`config.mk`:
```
export PLATFORM = sky130hd
export DESIGN_NAME = dgv_ctrl
export DESIGN_NICKNAME = d
export VERILOG_FILES = /design/src/rtl/dgv_pkg.sv /design/src/rtl/dgv_ctrl.sv
export SDC_FILE = /design/constraint.sdc
export NUM_CORES = 1
export LEC_CHECK = 0
export ABC_AREA = 1
export BUFFER_PORTS_ARGS = -buffer_cell sky130_fd_sc_hd__buf_4
export CORE_UTILIZATION = 35
export CTS_CLUSTER_DIAMETER = 120
export DETAILED_ROUTE_END_ITERATION = 8
export SLEW_MARGIN = 0
export SYNTH_ARGS = -nofsm -noshare
export SYNTH_HDL_FRONTEND = slang
export SYNTH_SLANG_ARGS = --single-unit
export TNS_END_PERCENT = 20
```
`constraint.sdc`:
```
create_clock -name clk -period 1 [get_ports clk]
set_input_delay 0.1 -clock clk [delete_from_list [all_inputs] [get_ports clk]]
set_output_delay 0.1 -clock clk [all_outputs]
set_load 0.01 [all_outputs]
```
`src/rtl/dgv_pkg.sv`:
```
// Shared constants, codes and control types for the density gradient velocity block.
`default_nettype none
package dgv_pkg;

  localparam int MAX_WIDTH  = 1024;
  localparam int MAX_HEIGHT = 1024;
  localparam int COL_W      = $clog2(MAX_WIDTH);
  localparam int ROW_W      = $clog2(MAX_HEIGHT);
  localparam int DIM_W      = 11;
  localparam int DATA_W     = 16;
  localparam int DIV_STEPS  = 8;
  localparam int STEP_W     = $clog2(DIV_STEPS);
  localparam int ADDR_W     = 4;
  localparam int OUT_DATA_W = 56;

  localparam logic [1:0] REG_MAP_WIDTH  = 2'd0;
  localparam logic [1:0] REG_MAP_HEIGHT = 2'd1;
  localparam logic [1:0] REG_MIN_CENTER = 2'd2;

  localparam logic [DIM_W-1:0] MAP_WIDTH_RESET  = DIM_W'(1024);
  localparam logic [DIM_W-1:0] MAP_HEIGHT_RESET = DIM_W'(1024);
  localparam logic [DATA_W-1:0] MIN_CENTER_RESET = DATA_W'(2);

  typedef enum logic [1:0] {
    SEL_CELL,
    SEL_ROW_END,
    SEL_LAST_ROW
  } emit_sel_t;

  typedef struct packed {
    logic [DIM_W-1:0]  width;
    logic [DIM_W-1:0]  height;
    logic [DATA_W-1:0] min_center;
    logic              restart;
  } cfg_t;

  typedef struct packed {
    logic      accept;
    logic      load;
    logic      div_init;
    logic      init_y;
    logic      div_step;
    logic      div_store;
    logic      store_y;
    logic      out_load;
    emit_sel_t out_sel;
  } dgv_cmd_t;

  typedef struct packed {
    logic emit_cell;
    logic emit_row_end;
    logic emit_last_row;
    logic div_en;
    logic div_last;
    logic out_free;
  } dgv_status_t;

endpackage
`default_nettype wire

```
`src/rtl/dgv_ctrl.sv`:
```
// Controller state machine: sequences load, shared divider and result emission.
`default_nettype none
module dgv_ctrl (
  input  wire logic               clk,
  input  wire logic               rst,
  input  wire logic               s_tvalid,
  output logic                    s_tready,
  input  wire dgv_pkg::dgv_status_t status,
  output dgv_pkg::dgv_cmd_t       cmd
);

  typedef enum logic [2:0] {
    ST_IDLE,
    ST_LOAD,
    ST_DINIT,
    ST_DIV,
    ST_DFIN,
    ST_EMIT0,
    ST_EMIT1,
    ST_EMIT2
  } state_t;

  state_t state;
  state_t state_next;
  logic   sel_y;

  always_ff @(posedge clk) begin
    if (rst) begin
      state <= ST_IDLE;
      sel_y <= 1'b0;
    end else begin
      state <= state_next;
      if (state == ST_DINIT) begin
        sel_y <= 1'b0;
      end else if (state == ST_DFIN) begin
        sel_y <= 1'b1;
      end
    end
  end

  always_comb begin
    state_next    = state;
    cmd           = '0;
    cmd.out_sel   = dgv_pkg::SEL_CELL;
    s_tready      = 1'b0;
    case (state)
      ST_IDLE: begin
        s_tready = 1'b1;
        if (s_tvalid) begin
          cmd.accept = 1'b1;
          state_next = ST_LOAD;
        end
      end
      ST_LOAD: begin
        cmd.load   = 1'b1;
        state_next = ST_DINIT;
      end
      ST_DINIT: begin
        if (status.div_en) begin
          cmd.div_init = 1'b1;
          state_next   = ST_DIV;
        end else begin
          state_next = ST_EMIT0;
        end
      end
      ST_DIV: begin
        cmd.div_step = 1'b1;
        if (status.div_last) begin
          state_next = ST_DFIN;
        end
      end
      ST_DFIN: begin
        cmd.div_store = 1'b1;
        cmd.store_y   = sel_y;
        if (!sel_y) begin
          cmd.div_init = 1'b1;
          cmd.init_y   = 1'b1;
          state_next   = ST_DIV;
        end else begin
          state_next = ST_EMIT0;
        end
      end
      ST_EMIT0: begin
        cmd.out_sel = dgv_pkg::SEL_CELL;
        if (!status.emit_cell) begin
          state_next = ST_EMIT1;
        end else if (status.out_free) begin
          cmd.out_load = 1'b1;
          state_next   = ST_EMIT1;
        end
      end
      ST_EMIT1: begin
        cmd.out_sel = dgv_pkg::SEL_ROW_END;
        if (!status.emit_row_end) begin
          state_next = ST_EMIT2;
        end else if (status.out_free) begin
          cmd.out_load = 1'b1;
          state_next   = ST_EMIT2;
        end
      end
      ST_EMIT2: begin
        cmd.out_sel = dgv_pkg::SEL_LAST_ROW;
        if (!status.emit_last_row) begin
          state_next = ST_IDLE;
        end else if (status.out_free) begin
          cmd.out_load = 1'b1;
          state_next   = ST_IDLE;
        end
      end
      default: begin
        state_next = ST_IDLE;
      end
    endcase
  end

endmodule
`default_nettype wire

```
==> metrics.cfg <==
[timing]
hold_viol_final=0
period_share=1.306
timing.slew.headroom=0.8928
finalWorstSetupSlack_ns=-0.3060
grt_setup_unrepaired=yes
fin_skew_ns=0.001718
period_minus_slack_ns=1.306
setup_viol=15
worst_pin_slew_ns=0.1603
max_freq_mhz=765.7
slew_viol_final=0

[outcome]
status=finished with violations
violations=negative setup slack

[setup_path]
slowest_delay_ns=0.32
cp_cell_sequence=buf_12 > buf_4 > nor2_4 > buf_4 > nand2_2 > nand2_2 > inv_2 > nand3_1 > nand2_1 > nor2_2
crit_fanout=9
crit_arrival_ns=1.47
worstPathRequired_ns=1.17
start_kind=flip-flop
slowest_stage=dfxtp_2
crit_path_end_kind=flip-flop
criticalPathCategory=reg -> reg

[drt]
viasPerCell=4.695
antenna_left=0
post_drt_wl_per_cell_um=11.13
first_pass_iters=4
vias=615
drc=0
drtIter0Drc=17
wl_mm=1.458

[clock_tree]
cts.clk_slew.worst_paths_ns=0.04
cts_tree=done
clk_path_buf_depth=2
cts_hold_buffers=0
cts_buffers=3
h-tree-depth=1
cts_root_buf=clkbuf_4
clock_latency_ns=0.24
cts_sinks=4

[logic_synthesis]
synth_common_cells=nand2_1 (17), inv_1 (13), nor2_1 (13), nand3_1 (7), nand4_1 (5)
synth_fa_ha_area_frac=0
synth_top_area_frac=0.1702
yosys-mux-area-fraction=0
yosysMostFrequentCell=nand2_1
synth_area_leaders=dfxtp_1 (17%), nand2_1 (14%), inv_1 (10%), nor2_1 (10%), nand3_1 (7.4%)
ys_types=19
synth_seq_cells=4
ys_seq_area_frac=0.1702
synth-simple-area-share=0.5851
ys_async_sr_fraction=0
synth_top_family_by_area=simple AND/OR/NAND/NOR gates
yosys_warnings=0
syn_inst=80
synth_area_um2=470.5
synth_xor_area_frac=0
synth_compound_area_frac=0.02128
synthFlopType=dfxtp_1
yosys.area.top_type=dfxtp_1
synth_edf_count=0
avgSynthCellArea_um2=5.881
syn-num-nets=89

[layout]
num-fill-cells=90
antenna_cells=0
drive_gt1_frac=0.5470
nets=128
fin_cells=131
area_growth_pct=82.45

[global_route]
grt_pass1_wl_mm=2.346
grt_pass1_vias=533
overflow=0
grt_max_degree=10
antenna_found_initial=0
grt.total_usage=0.2258

[placement]
port_buffers=19
dp.cells=121
hpwlAfterDp_um=923.4
preCtsSetupSlack_ns=-0.1649
gp_congestion=0.8463

[power_and_ir_drop]
p_leak_nw=0.4965
powerDensity_nw_per_um2=2745
ir_worst_vdd_mv=1.364

[floorplan]
die_area_um2=1495
row_count=12
core-area_um2=1171
die_h_um=38.66
die_w_um=38.66
start_util=0.4017
io_pins=20

[worst_hold_path]
hold_path_class=in -> reg

[flow_run]
maxCapViolations=0

[layer usage]
metal	track usage	part of all wire
met5	0	0
met4	0.04310	0
met3	0.06936	0.049
met2	0.3458	0.47
met1	0.3090	0.48
[final cells by class]
type / instances / area, µm² / share of cell area
timing repair buffer: 37 / 325.3 / 0.3790
tap: 14 / 17.52 / 0.02041
clock buffer: 3 / 22.52 / 0.02624
inverter: 17 / 78.83 / 0.09184
sequential: 4 / 88.84 / 0.1035
multi-input combinational: 56 / 325.3 / 0.3790
[placed cells by master, fill, tap and decap left out, drive strengths merged]
cell | synthesis | layout
o21ai | 1 | 1
a21oi | 1 | 1
clkbuf | 0 | 3
dfxtp | 4 | 4
nand4 | 5 | 5
inv | 17 | 17
nand2 | 20 | 20
nor3 | 2 | 2
nor2 | 17 | 17
buf | 3 | 37
nand3 | 9 | 9
nand3b | 1 | 1
[critical path, delay by kind of cell (launching register included)]
| kind | cells | cell delay (ns) |
|---|---|---|
| flops | 1 | 0.32 |
| buf+inv | 4 | 0.44 |
| simple gates | 6 | 0.48 |
[metrics by stage]
step / TNS [ns] / utilization / power, mW / cell area (µm²) / hold slack [ns]
after floorplan: -0.2075 / - / 1.125 / 470.5 / 0.2811
after global placement: -0.7732 / 0.6122 / 1.735 / 716.9 / 0.3956
after detailed placement: -0.8350 / 0.6122 / 1.740 / 716.9 / 0.3939
after CTS: -3.104 / 0.6955 / 2.200 / 814.5 / 0.1329
after global routing: -4.139 / 0.7329 / 2.527 / 858.3 / 0.1480
final: -3.140 / 0.7329 / 2.356 / 858.3 / 0.1434
[kinds of logic after synthesis]
family | Yosys count
buffers and inverters | 20
DFF | 4
and+or+nand+nor | 54
AOI/OAI and AO/OA | 2
[registers in the layout (all words and copies together) (netlist names)]
signal and cells:
sel_y 1, state 3
[where the power goes]
| group | total, mW | internal, mW | switching, mW |
|---|---|---|---|
| clock network | 0.210 | 0.135 | 0.0749 |
| registers | 0.371 | 0.247 | 0.124 |
| logic | 1.77 | 0.917 | 0.858 |
[path summary, 6_finish.rpt]
| path | end | cells past startpoint | slack, ns | start |
|---|---|---|---|---|
| worst max-delay path | state[1] | 10 | -0.31 | state[2] |
| worst max register to register | state[1] | 10 | -0.31 | state[2] |
| worst min register to register | sel_y | 2 | 0.53 | sel_y |
| worst min-delay path | state[2] | 4 | 0.14 | rst |
[what timing repair did]
item	CTS	global route
pin swaps	2	1
setup endpoints to repair	15	15
buffers inserted	7	2
resized for setup	21	4
(Power assumes the default switching activity.)
