**src/rtl/dgv_pkg.sv**
```systemverilog
// Shared constants, codes and control types for the density gradient velocity block.
`default_nettype none
package dgv_pkg;

  localparam int MAX_WIDTH  = 1024;
  localparam int MAX_HEIGHT = 1024;
  localparam int COL_W      = $clog2(MAX_WIDTH);
  localparam int ROW_W      = $clog2(MAX_HEIGHT);
  localparam int DIM_W      = 11;
  localparam int DATA_W     = 16;
  localparam int DIV_STEPS  = 8;
  localparam int STEP_W     = $clog2(DIV_STEPS);
  localparam int ADDR_W     = 4;
  localparam int OUT_DATA_W = 56;

  localparam logic [1:0] REG_MAP_WIDTH  = 2'd0;
  localparam logic [1:0] REG_MAP_HEIGHT = 2'd1;
  localparam logic [1:0] REG_MIN_CENTER = 2'd2;

  localparam logic [DIM_W-1:0] MAP_WIDTH_RESET  = DIM_W'(1024);
  localparam logic [DIM_W-1:0] MAP_HEIGHT_RESET = DIM_W'(1024);
  localparam logic [DATA_W-1:0] MIN_CENTER_RESET = DATA_W'(2);

  typedef enum logic [1:0] {
    SEL_CELL,
    SEL_ROW_END,
    SEL_LAST_ROW
  } emit_sel_t;

  typedef struct packed {
    logic [DIM_W-1:0]  width;
    logic [DIM_W-1:0]  height;
    logic [DATA_W-1:0] min_center;
    logic              restart;
  } cfg_t;

  typedef struct packed {
    logic      accept;
    logic      load;
    logic      div_init;
    logic      init_y;
    logic      div_step;
    logic      div_store;
    logic      store_y;
    logic      out_load;
    emit_sel_t out_sel;
  } dgv_cmd_t;

  typedef struct packed {
    logic emit_cell;
    logic emit_row_end;
    logic emit_last_row;
    logic div_en;
    logic div_last;
    logic out_free;
  } dgv_status_t;

endpackage
`default_nettype wire

```
**src/rtl/dgv_regs.sv**
```systemverilog
// APB configuration registers with clamped map geometry.
`default_nettype none
module dgv_regs (
  input  wire logic                       clk,
  input  wire logic                       rst,
  input  wire logic                       psel,
  input  wire logic                       penable,
  input  wire logic                       pwrite,
  input  wire logic [dgv_pkg::ADDR_W-1:0] paddr,
  input  wire logic [31:0]                pwdata,
  output logic      [31:0]                prdata,
  output logic                            pready,
  output dgv_pkg::cfg_t                   cfg
);

  logic [dgv_pkg::DIM_W-1:0]  map_width;
  logic [dgv_pkg::DIM_W-1:0]  map_height;
  logic [dgv_pkg::DATA_W-1:0] min_center;
  logic                       restart;
  logic                       wr;
  logic [1:0]                 idx;

  assign pready  = 1'b1;
  assign wr      = psel && penable && pwrite;
  assign idx     = paddr[3:2];
  // geometry write clears the frame counters at the same edge
  assign restart = wr && ((idx == dgv_pkg::REG_MAP_WIDTH) ||
                          (idx == dgv_pkg::REG_MAP_HEIGHT));

  always_ff @(posedge clk) begin
    if (rst) begin
      map_width  <= dgv_pkg::MAP_WIDTH_RESET;
      map_height <= dgv_pkg::MAP_HEIGHT_RESET;
      min_center <= dgv_pkg::MIN_CENTER_RESET;
    end else begin
      if (wr) begin
        case (idx)
          dgv_pkg::REG_MAP_WIDTH: begin
            map_width <= pwdata[dgv_pkg::DIM_W-1:0];
          end
          dgv_pkg::REG_MAP_HEIGHT: begin
            map_height <= pwdata[dgv_pkg::DIM_W-1:0];
          end
          dgv_pkg::REG_MIN_CENTER: begin
            min_center <= pwdata[dgv_pkg::DATA_W-1:0];
          end
          default: begin
          end
        endcase
      end
    end
  end

  always_comb begin
    case (idx)
      dgv_pkg::REG_MAP_WIDTH:  prdata = 32'(map_width);
      dgv_pkg::REG_MAP_HEIGHT: prdata = 32'(map_height);
      dgv_pkg::REG_MIN_CENTER: prdata = 32'(min_center);
      default:                 prdata = 32'd0;
    endcase
  end

  always_comb begin
    if (map_width == '0) begin
      cfg.width = dgv_pkg::DIM_W'(1);
    end else if (map_width > dgv_pkg::DIM_W'(dgv_pkg::MAX_WIDTH)) begin
      cfg.width = dgv_pkg::DIM_W'(dgv_pkg::MAX_WIDTH);
    end else begin
      cfg.width = map_width;
    end
    if (map_height == '0) begin
      cfg.height = dgv_pkg::DIM_W'(1);
    end else if (map_height > dgv_pkg::DIM_W'(dgv_pkg::MAX_HEIGHT)) begin
      cfg.height = dgv_pkg::DIM_W'(dgv_pkg::MAX_HEIGHT);
    end else begin
      cfg.height = map_height;
    end
    cfg.min_center = min_center;
    cfg.restart    = restart;
  end

endmodule
`default_nettype wire

```
**config.mk**
```make
export PLATFORM = sky130hd
export DESIGN_NAME = dgv_regs
export DESIGN_NICKNAME = d
export VERILOG_FILES = /design/src/rtl/dgv_pkg.sv /design/src/rtl/dgv_regs.sv
export SDC_FILE = /design/constraint.sdc
export NUM_CORES = 1
export LEC_CHECK = 0
export ABC_AREA = 1
export ABC_CLOCK_PERIOD_IN_PS = 1300
export BUFFER_PORTS_ARGS = -buffer_cell sky130_fd_sc_hd__buf_2
export CAP_MARGIN = 10
export CORE_ASPECT_RATIO = 1.25
export CORE_MARGIN = 2
export CORE_UTILIZATION = 44
export CTS_CLUSTER_SIZE = 8
export DETAILED_ROUTE_END_ITERATION = 8
export GPL_ROUTABILITY_DRIVEN = 0
export HOLD_SLACK_MARGIN = 0.08
export PLACE_DENSITY = 0.86
export SYNTH_ARGS = -nofsm -noshare
export SYNTH_HDL_FRONTEND = slang
export SYNTH_SLANG_ARGS = --single-unit
```
**constraint.sdc**
```tcl
create_clock -name clk -period 1.3 [get_ports clk]
set_input_delay 0.13 -clock clk [delete_from_list [all_inputs] [get_ports clk]]
set_output_delay 0.13 -clock clk [all_outputs]
set_load 0.01 [all_outputs]
```
==> results of run 1 <==
final cells by class:
cell class | instances | area share [%]
Clock buffer | 7 | 2.96
Clock inverter | 1 | 0.172
Inverter | 35 | 4.68
Multi-Input combinational cell | 212 | 39.1
Sequential cell | 38 | 27.1
Tap cell | 58 | 2.49
Timing Repair Buffer | 113 | 23.6
power breakdown:
part	internal [W]	switching [W]	total, W
logic	0.000163	0.000277	0.000440
registers	0.00119	0.0000211	0.00121
clock network	0.000428	0.000404	0.000832
flip-flops by register name, summed over array words and instances (netlist names):
| name | count |
|---|---|
| min_center | 16 |
| map_width | 11 |
| map_height | 11 |
cells by family (layout without fill, tap and decap cells):
logic type | after synthesis | after routing | synth area share (%)
AO/OA/AOI/OAI | 49 | 49 | 14.4
AND/OR/NAND/NOR | 145 | 146 | 30.2
flip-flops | 38 | 38 | 37.8
buffers and inverters | 66 | 156 | 17.1
other | 2 | 17 | 0.374
stage by stage:
stage	cells	util (%)
floorplan	315	-
global placement	449	57.8
detailed placement	449	57.8
CTS	463	63.0
global route	464	66.4
finish	464	66.4
layout by cell type, fill, tap and decap left out, drive strengths merged:
cell | netlist | layout
o221ai | 10 | 10
dfxtp | 38 | 38
dlygate4sd3 | 0 | 5
o211ai | 3 | 3
clkinv | 0 | 1
nor3 | 1 | 1
clkbuf | 7 | 7
nor2 | 114 | 115
nand2 | 25 | 25
inv | 35 | 35
conb | 2 | 17
o21ai | 36 | 36
buf | 24 | 108
nand3 | 5 | 5
final timing paths:
path         depth (start not counted)  slack, ps                     endpoint
max                                  6       -250                      cfg[18]
min                                  3         90   min_center[1]$_SDFFE_PP1P_
max reg2reg                          4        350  map_height[10]$_SDFFE_PP1P_
min reg2reg                          2        500   min_center[1]$_SDFFE_PP1P_
layer usage:
metal  GRT usage [%]  part of all wire [%]  up-vias
met5               0                     0        -
met4            15.3                   2.8        0
met3            5.50                   7.3       20
met2            45.1                    52      111
met1            25.4                    38     1064
li1                -                     -     1115
repair_timing:
| action | in CTS | in global routing |
|---|---|---|
| cloned | 1 | 0 |
| pin swaps | 6 | 22 |
| hold buffers | 5 | 0 |
| setup buffers | 0 | 1 |
| setup endpoints to repair | 22 | 29 |
| gates resized for setup | 27 | 46 |
| hold endpoints to repair | 5 | 0 |
worst max-delay path, stage by stage (launching register included):
cell	delay, ps
dfxtp_2	340
nor2_2	130
nand3_2	120
nor2_4	200
nor2_4	100
nor2_1	110
buf_2	130
==> flow_metrics.env, run 1 <==
export IMPL_io_pins=113
export IMPL_hpwl_um=4140
export IMPL_worst_pin_slew_ps=618
export IMPL_row_count=27
export IMPL_netlist_instances=300
export IMPL_drv_cap=0
export IMPL_seq_area_um2=788
export IMPL_drc=0
export IMPL_period_needed_ps=1550
export IMPL_cp_required_ps=1170
export IMPL_start_kind="flop"
export IMPL_synth_enable_flop_cells=0
export IMPL_num_vias=2310
export IMPL_grt_pass1_vias=2283
export IMPL_synth_cell_type_count=22
export IMPL_synthTopCellsByArea="dfxtp_1 38%, nor2_1 19%, buf_4 7.5%"
export IMPL_async_reset_ff_share_pct=0
export IMPL_drtAntennaViolNets=0
export IMPL_end_kind="primary output"
export IMPL_clock_tree_buffer_depth=2
export IMPL_nets=446
export IMPL_worstHoldStart="pwdata[1]"
export IMPL_ys_seq_elements=38
export IMPL_multi_input_area_mm2=0.00114
export IMPL_drt_wl_total_um=6550
export IMPL_fin_total_pwr_w=0.00248
export IMPL_fillers=372
export IMPL_fin_area_mm2=0.00291
export IMPL_clk_pin_slew_worst_paths_ps=70
export IMPL_yosysTopAreaCell="dfxtp_1"
export IMPL_skew_ps=0
export IMPL_power_leakage_nw=1.52
export IMPL_hold_viol=0
export IMPL_io_buffers=77
export IMPL_rr_startpoint="map_height[10]$_SDFFE_PP1P_"
export IMPL_routedWlPerCell_um=14.1
export IMPL_die_height_um=79.6
export IMPL_firstDrtPassIters=4
export IMPL_ir_drop_v=0.000691
export IMPL_cts_buffers=5
export IMPL_outcome="finished, violations left"
export IMPL_rsz0062_at_grt="yes"
export IMPL_synth_area_mm2=0.00201
export IMPL_slew_headroom_pct=58.8
export IMPL_fmax_mhz=646
export IMPL_area_delta_synth_final_pct=44.9
export IMPL_track_usage_pct=24.7
export IMPL_critical_path_class="reg2out"
export IMPL_crit_path_start="map_height[0]$_SDFFE_PP0P_"
export IMPL_hold_ws_ps=91.9
export IMPL_yosys_top_cells_count="101 x nor2_1, 38 x dfxtp_1, 30 x inv_1"
export IMPL_gr_total_overflow=0
export IMPL_drive_gt1_share_pct=46.6
export IMPL_synth_top_area_share_pct=37.8
export IMPL_seq_area_frac_synth_pct=37.8
export IMPL_p_per_area_mw_per_mm2=852
export IMPL_violations="setup timing"
export IMPL_finalMaxSlewViolations=0
export IMPL_die_x_um=64.5
export IMPL_cts_sinks=38
export IMPL_synth_ff_type="dfxtp_1"
export IMPL_placed_area_mm2=0.00254
export IMPL_ctsRootBufferMaster="clkbuf_8"
export IMPL_die_area_mm2=0.00513
export IMPL_place_worst_setup_slack_ps=-161
export IMPL_avgViaCountPerCell=4.98
export IMPL_grt_pass1_wl_um=9850
export IMPL_setup_violations=21
export IMPL_antennaDiodeCount=0
export IMPL_crit_fanout=5
export IMPL_drt_iter0_drc=150
export IMPL_clk_latency_ps=290
export IMPL_synth_area_per_cell_um2=6.70
export IMPL_period_share_pct=119
export IMPL_start_util_pct=45.8
export IMPL_synth_most_common_cell="nor2_1"
export IMPL_fin_setup_tns_ps=-3400
export IMPL_grt_max_degree=39
export IMPL_cts_tree="yes"
export IMPL_antenna_found_initial=0
export IMPL_hold_path_class="in2reg"
export IMPL_worstPathArrival_ps=1420
export IMPL_core_area_mm2=0.00439
export IMPL_htreeDepth=2
export IMPL_ys_warn_count=0
export IMPL_fin_ws_ps=-247
No activity file was read; power rests on OpenSTA's default activity.
==> run 2: changes to the inputs <==
--- a/config.mk
+++ b/config.mk
@@ -9,7 +9,6 @@
 export ABC_CLOCK_PERIOD_IN_PS = 1300
 export BUFFER_PORTS_ARGS = -buffer_cell sky130_fd_sc_hd__buf_2
 export CAP_MARGIN = 10
-export CORE_ASPECT_RATIO = 1.25
 export CORE_MARGIN = 2
 export CORE_UTILIZATION = 44
 export CTS_CLUSTER_SIZE = 8
==> run 2 against run 1 <==
  * The flow still finishes with violations (setup timing)
  * Via count fell by 0.65%
  * Clock power is 5.5% higher
  * Sequential cell count did not move
  * Largest cell class unchanged
  * Largest power group unchanged
==> flow_metrics.env, run 2 (synthesis gave the netlist of run 1 again) <==
export IMPL_antenna_found_initial=0
export IMPL_outcome="finished, violations left"
export IMPL_track_usage_pct=24.2
export IMPL_rsz0062_at_grt="yes"
export IMPL_start_kind="flop"
export IMPL_cts_tree="yes"
export IMPL_htreeDepth=2
export IMPL_clk_latency_ps=290
export IMPL_skew_ps=0
export IMPL_io_pins=113
export IMPL_die_height_um=71.6
export IMPL_worst_pin_slew_ps=601
export IMPL_p_per_area_mw_per_mm2=888
export IMPL_firstDrtPassIters=4
export IMPL_avgViaCountPerCell=5.10
export IMPL_fin_setup_tns_ps=-3100
export IMPL_drtAntennaViolNets=0
export IMPL_clk_pin_slew_worst_paths_ps=80
export IMPL_final_cell_mix="85 x nor2_1, 77 x buf_2, 23 x nand2_1"
export IMPL_routedWlPerCell_um=14.4
export IMPL_area_delta_synth_final_pct=40.0
export IMPL_power_leakage_nw=1.47
export IMPL_die_area_mm2=0.00513
export IMPL_crit_top_cell="nor2_4"
export IMPL_cpMaxStageDelayCell="dfxtp_2"
export IMPL_period_share_pct=116
export IMPL_drv_cap=0
export IMPL_io_buffers=77
export IMPL_core_area_mm2=0.00438
export IMPL_num_vias=2295
export IMPL_end_kind="primary output"
export IMPL_fin_total_pwr_w=0.00250
export IMPL_setup_violations=20
export IMPL_period_needed_ps=1510
export IMPL_cp_num_buf_inv=1
export IMPL_seq_area_um2=786
export IMPL_grt_pass1_wl_um=9590
export IMPL_path_cells="nor2_1, nand2_2, nor2_4, nor2_4, nor2_2, buf_2"
export IMPL_hold_ws_ps=95.2
export IMPL_drc=0
export IMPL_critPathTopFamily="simple AND/OR/NAND/NOR gates"
export IMPL_fin_ws_ps=-212
export IMPL_hpwl_um=4410
export IMPL_antennaDiodeCount=0
export IMPL_clock_tree_buffer_depth=2
export IMPL_row_count=24
export IMPL_die_x_um=71.6
export IMPL_multi_input_area_mm2=0.00110
export IMPL_hold_viol=0
export IMPL_final_common_cell="nor2_1"
export IMPL_drt_wl_total_um=6500
export IMPL_top_regs="min_center x16, map_height x11, map_width x11"
export IMPL_grt_pass1_vias=2093
export IMPL_violations="setup timing"
export IMPL_gr_total_overflow=0
export IMPL_grt_max_degree=39
export IMPL_nets=438
export IMPL_critical_path_class="reg2out"
export IMPL_ir_drop_v=0.000726
export IMPL_cpPeakStageDelay_ps=330
export IMPL_regMostFlops="min_center"
export IMPL_hold_path_class="in2reg"
export IMPL_ctsRootBufferMaster="clkbuf_8"
export IMPL_worstPathArrival_ps=1380
export IMPL_slew_headroom_pct=59.9
export IMPL_start_util_pct=45.9
export IMPL_largest_register_ffs=16
export IMPL_drt_iter0_drc=169
export IMPL_cts_sinks=38
export IMPL_cts_buffers=5
export IMPL_crit_fanout=8
export IMPL_fillers=376
export IMPL_drive_gt1_share_pct=46.2
export IMPL_fmax_mhz=661
export IMPL_finalMaxSlewViolations=0
export IMPL_cp_required_ps=1170
==> run 2: tightest hold or removal path, stage by stage <==
cell     delay (ps)
buf_2           110
nand2_1          60
nand3_1          70
==> run 2: power breakdown <==
group	switching (W)	leakage (nW)	internal [W]
Clock	0.000451	0.0472	0.000427
Sequential	0.0000206	0.315	0.00119
Combinational	0.000264	1.11	0.000148
==> run 2: worst paths after layout <==
check / startpoint / end / slack, ps / cells after the start
worst max-delay path: map_width[2]$_SDFFE_PP0P_ / cfg[32] / -210 / 6
worst min-delay path: pwdata[1] / min_center[1]$_SDFFE_PP1P_ / 100 / 3
worst max register to register: map_width[7]$_SDFFE_PP0P_ / map_width[7]$_SDFFE_PP0P_ / 470 / 3
worst min register to register: min_center[1]$_SDFFE_PP1P_ / min_center[1]$_SDFFE_PP1P_ / 500 / 2
==> run 2: what timing repair did <==
action	4_1_cts	5_1_grt
pin swaps	8	14
hold buffers	5	0
resized for setup	34	36
endpoints found under the setup margin	21	29
setup buffers	1	1
endpoints found under the hold margin	5	0
==> run 2: layout make-up <==
class / instances / area share [%]
clock inverter: 2 / 0.445
sequential: 38 / 27.9
inverter: 35 / 4.85
timing repair buffer: 106 / 22.5
tap: 52 / 2.31
multi-input combinational: 211 / 39.0
clock buffer: 6 / 2.93
==> run 2: per-stage QoR <==
stage | instances | worst slack [ps] | instance area (um2) | util (%)
floorplan | 315 | 235 | 2070 | -
global placement | 435 | -83.4 | 2470 | 56.4
detailed placement | 435 | -101 | 2470 | 56.4
CTS | 449 | -161 | 2720 | 62.1
global route | 450 | -259 | 2810 | 64.2
finish | 450 | -212 | 2810 | 64.2
==> run 2: metal layers <==
layer	vias to the layer above	wire length, um	global-route usage, %
li1	1100	-	-
met1	1030	2590	29.6
met2	145	3180	40.5
met3	20	541	4.78
met4	0	178	12.2
met5	-	0	0
==> run 3: changes to the inputs <==
--- a/config.mk
+++ b/config.mk
@@ -6,16 +6,19 @@
 export NUM_CORES = 1
 export LEC_CHECK = 0
 export ABC_AREA = 1
-export ABC_CLOCK_PERIOD_IN_PS = 1300
+export ABC_CLOCK_PERIOD_IN_PS = 1900
 export BUFFER_PORTS_ARGS = -buffer_cell sky130_fd_sc_hd__buf_2
 export CAP_MARGIN = 10
+export CELL_PAD_IN_SITES_DETAIL_PLACEMENT = 2
+export CELL_PAD_IN_SITES_GLOBAL_PLACEMENT = 2
 export CORE_MARGIN = 2
-export CORE_UTILIZATION = 44
+export CORE_UTILIZATION = 23
 export CTS_CLUSTER_SIZE = 8
 export DETAILED_ROUTE_END_ITERATION = 8
 export GPL_ROUTABILITY_DRIVEN = 0
 export HOLD_SLACK_MARGIN = 0.08
-export PLACE_DENSITY = 0.86
+export PLACE_DENSITY = 0.9
+export SETUP_SLACK_MARGIN = 0.5
 export SYNTH_ARGS = -nofsm -noshare
 export SYNTH_HDL_FRONTEND = slang
 export SYNTH_SLANG_ARGS = --single-unit
==> constraint.sdc (replaced) <==
create_clock -name clk -period 1.9 [get_ports clk]
set_input_delay 0.19 -clock clk [delete_from_list [all_inputs] [get_ports clk]]
set_output_delay 0.19 -clock clk [all_outputs]
set_load 0.01 [all_outputs]
==> run 3 against run 2 <==
  * The flow now finishes without violations
  * Via count grew 5.3%
  * Wire length is 63% higher
  * Highest routed layer unchanged
  * Sequential share of layout area fell by 1.7 points
  * Clock skew did not move
  * Global-route usage decreased by 4.0 points
  * First-iteration DRC count decreased by 27%
  * Sequential cell count unchanged
  * Clock power fell by 27%
  * Cell area increased by 8.1%
  * Critical endpoint is now cfg[36]
  * Combinational power fell by 13%
  * Clock-buffer cell count is the same
==> flow_metrics.env, run 3 (synthesis gave the netlist of run 1 again) <==
export IMPL_hold_viol=0
export IMPL_setup_violations=0
export IMPL_ff2ff_path_depth=5
export IMPL_clk_latency_ps=300
export IMPL_drive_gt1_share_pct=53.3
export IMPL_gr_total_overflow=0
export IMPL_worstPathArrival_ps=1470
export IMPL_fmax_mhz=603
export IMPL_hold_ws_ps=96.9
export IMPL_cts_sinks=38
export IMPL_final_common_cell="nor2_1"
export IMPL_placed_area_mm2=0.00243
export IMPL_skew_ps=0
export IMPL_fin_area_mm2=0.00304
export IMPL_ir_drop_v=0.000305
export IMPL_routedWlPerCell_um=21.1
export IMPL_cts_buffers=5
export IMPL_die_x_um=97.5
export IMPL_cp_num_buf_inv=2
export IMPL_drv_cap=0
export IMPL_antennaDiodeCount=0
export IMPL_finalMaxSlewViolations=0
export IMPL_final_cell_mix="71 x nor2_1, 69 x buf_2, 25 x nor2_2"
export IMPL_nets=434
export IMPL_clock_tree_buffer_depth=2
export IMPL_cp_required_ps=1710
export IMPL_regMostFlops="min_center"
export IMPL_start_util_pct=23.4
export IMPL_path_cells="nor2_4, nand3_4, nor2_4, nor2_4, buf_6, nor2_4, buf_6"
export IMPL_fin_setup_tns_ps=0
export IMPL_crit_top_cell="nor2_4"
export IMPL_die_area_mm2=0.00951
export IMPL_io_pins=113
export IMPL_row_count=34
export IMPL_avgViaCountPerCell=4.81
export IMPL_worstHoldStart="pwdata[15]"
export IMPL_area_delta_synth_final_pct=51.3
export IMPL_hpwl_um=5960
export IMPL_antenna_found_initial=0
export IMPL_clk_pin_slew_worst_paths_ps=90
export IMPL_rr_startpoint="map_height[5]$_SDFFE_PP0P_"
export IMPL_min_to="min_center[15]$_SDFFE_PP0P_"
export IMPL_rrSetupSlack_ps=930
export IMPL_track_usage_pct=20.2
export IMPL_crit_fanout=4
export IMPL_p_per_area_mw_per_mm2=602
export IMPL_drt_iter0_drc=123
export IMPL_outcome="finished clean"
export IMPL_grt_pass1_wl_um=14800
export IMPL_cpPeakStageDelay_ps=370
export IMPL_power_leakage_nw=1.48
export IMPL_period_needed_ps=1660
export IMPL_start_kind="flop"
export IMPL_period_share_pct=87.3
export IMPL_cpMaxStageDelayCell="dfxtp_4"
export IMPL_drt_wl_total_um=10600
export IMPL_critPathTopFamily="simple AND/OR/NAND/NOR gates"
export IMPL_hold_path_class="in2reg"
export IMPL_largest_register_ffs=16
export IMPL_io_buffers=77
export IMPL_cts_tree="yes"
export IMPL_rsz0062_at_grt="yes"
export IMPL_reg2reg_to="map_height[5]$_SDFFE_PP0P_"
export IMPL_core_area_mm2=0.00859
export IMPL_drc=0
export IMPL_grt_max_degree=39
export IMPL_num_vias=2416
export IMPL_hold_depth=3
export IMPL_htreeDepth=2
export IMPL_top_regs="min_center x16, map_height x11, map_width x11"
export IMPL_grt_pass1_vias=2580
export IMPL_firstDrtPassIters=4
export IMPL_drtAntennaViolNets=0
export IMPL_critical_path_class="reg2out"
export IMPL_ctsRootBufferMaster="clkbuf_8"
export IMPL_fin_total_pwr_w=0.00183
export IMPL_end_kind="primary output"
export IMPL_die_height_um=97.5
run 3: cell count changes in the layout (fill, tap and decap cells not counted), moves of 3 or more:
| cell | previous run | this run |
|---|---|---|
| dfxtp_2 | 17 | 14 |
| buf_4 | 19 | 16 |
| nand2_2 | 2 | 6 |
| nor2_2 | 21 | 25 |
| dlygate4sd3_1 | 5 | 0 |
| buf_6 | 5 | 15 |
| nand2_1 | 23 | 19 |
| nor2_4 | 7 | 18 |
| inv_1 | 20 | 16 |
| dfxtp_4 | 1 | 5 |
| nor2_1 | 85 | 71 |
| inv_2 | 13 | 16 |
| buf_2 | 77 | 69 |
run 3: routing by layer:
| layer | GRT usage [%] | routed length [um] | up-vias |
|---|---|---|---|
| li1 | - | - | 1086 |
| met1 | 24.1 | 4170 | 1200 |
| met2 | 34.9 | 5500 | 104 |
| met3 | 4.96 | 629 | 26 |
| met4 | 7.59 | 313 | 0 |
| met5 | 0 | 0 | - |
run 3: how the worst max path moves through the flow:
| stage | start | endpoint | slack, ps | depth (start not counted) |
|---|---|---|---|---|
| final | map_width[5]$_SDFFE_PP0P_ | cfg[36] | 240 | 7 |
| after global routing | map_width[5]$_SDFFE_PP0P_ | cfg[36] | 180 | 7 |
| after CTS | map_width[6]$_SDFFE_PP0P_ | cfg[34] | 270 | 7 |
| after detailed placement | paddr[3] | map_height[9]$_SDFFE_PP0P_ | 390 | 7 |
| after global placement | paddr[3] | map_height[8]$_SDFFE_PP0P_ | 430 | 7 |
| after floorplan | map_height[0]$_SDFFE_PP0P_ | cfg[18] | 770 | 5 |
run 3: worst reg2reg max path: stages, from the launching register on:
cell,delay [ps]
dfxtp_2,340
buf_6,110
buf_6,110
buf_4,120
o21ai_1,140
nor2_1,50
run 3: where the power goes:
part           internal (W)  total (W)  switching, W
sequential         0.000809   0.000829     0.0000196
combinational      0.000124   0.000359      0.000235
clock              0.000293   0.000644      0.000351
run 3: through the flow:
step,setup WS (ps),utilization (%),std cells
floorplan,775,-,315
global placement,426,28.3,476
detailed placement,393,28.3,476
CTS,269,32.1,496
global route,184,35.4,502
finish,241,35.4,502
run 3: area by class of cell:
type	count	area, um2
clock buffers	6	82.6
clock inverters	2	12.5
fillers	1005	5550
inverters	35	140
multi-input cells	212	1220
flip-flops and latches	38	797
well taps	108	135
repair buffers	101	654
run 3: what timing repair did:
action                                  4_1_cts  5_1_grt
gates resized for setup                      54       67
pin swaps                                    18       17
setup buffers                                11        6
hold buffers                                  0        0
gates cloned                                  1        0
endpoints found under the setup margin       27       29
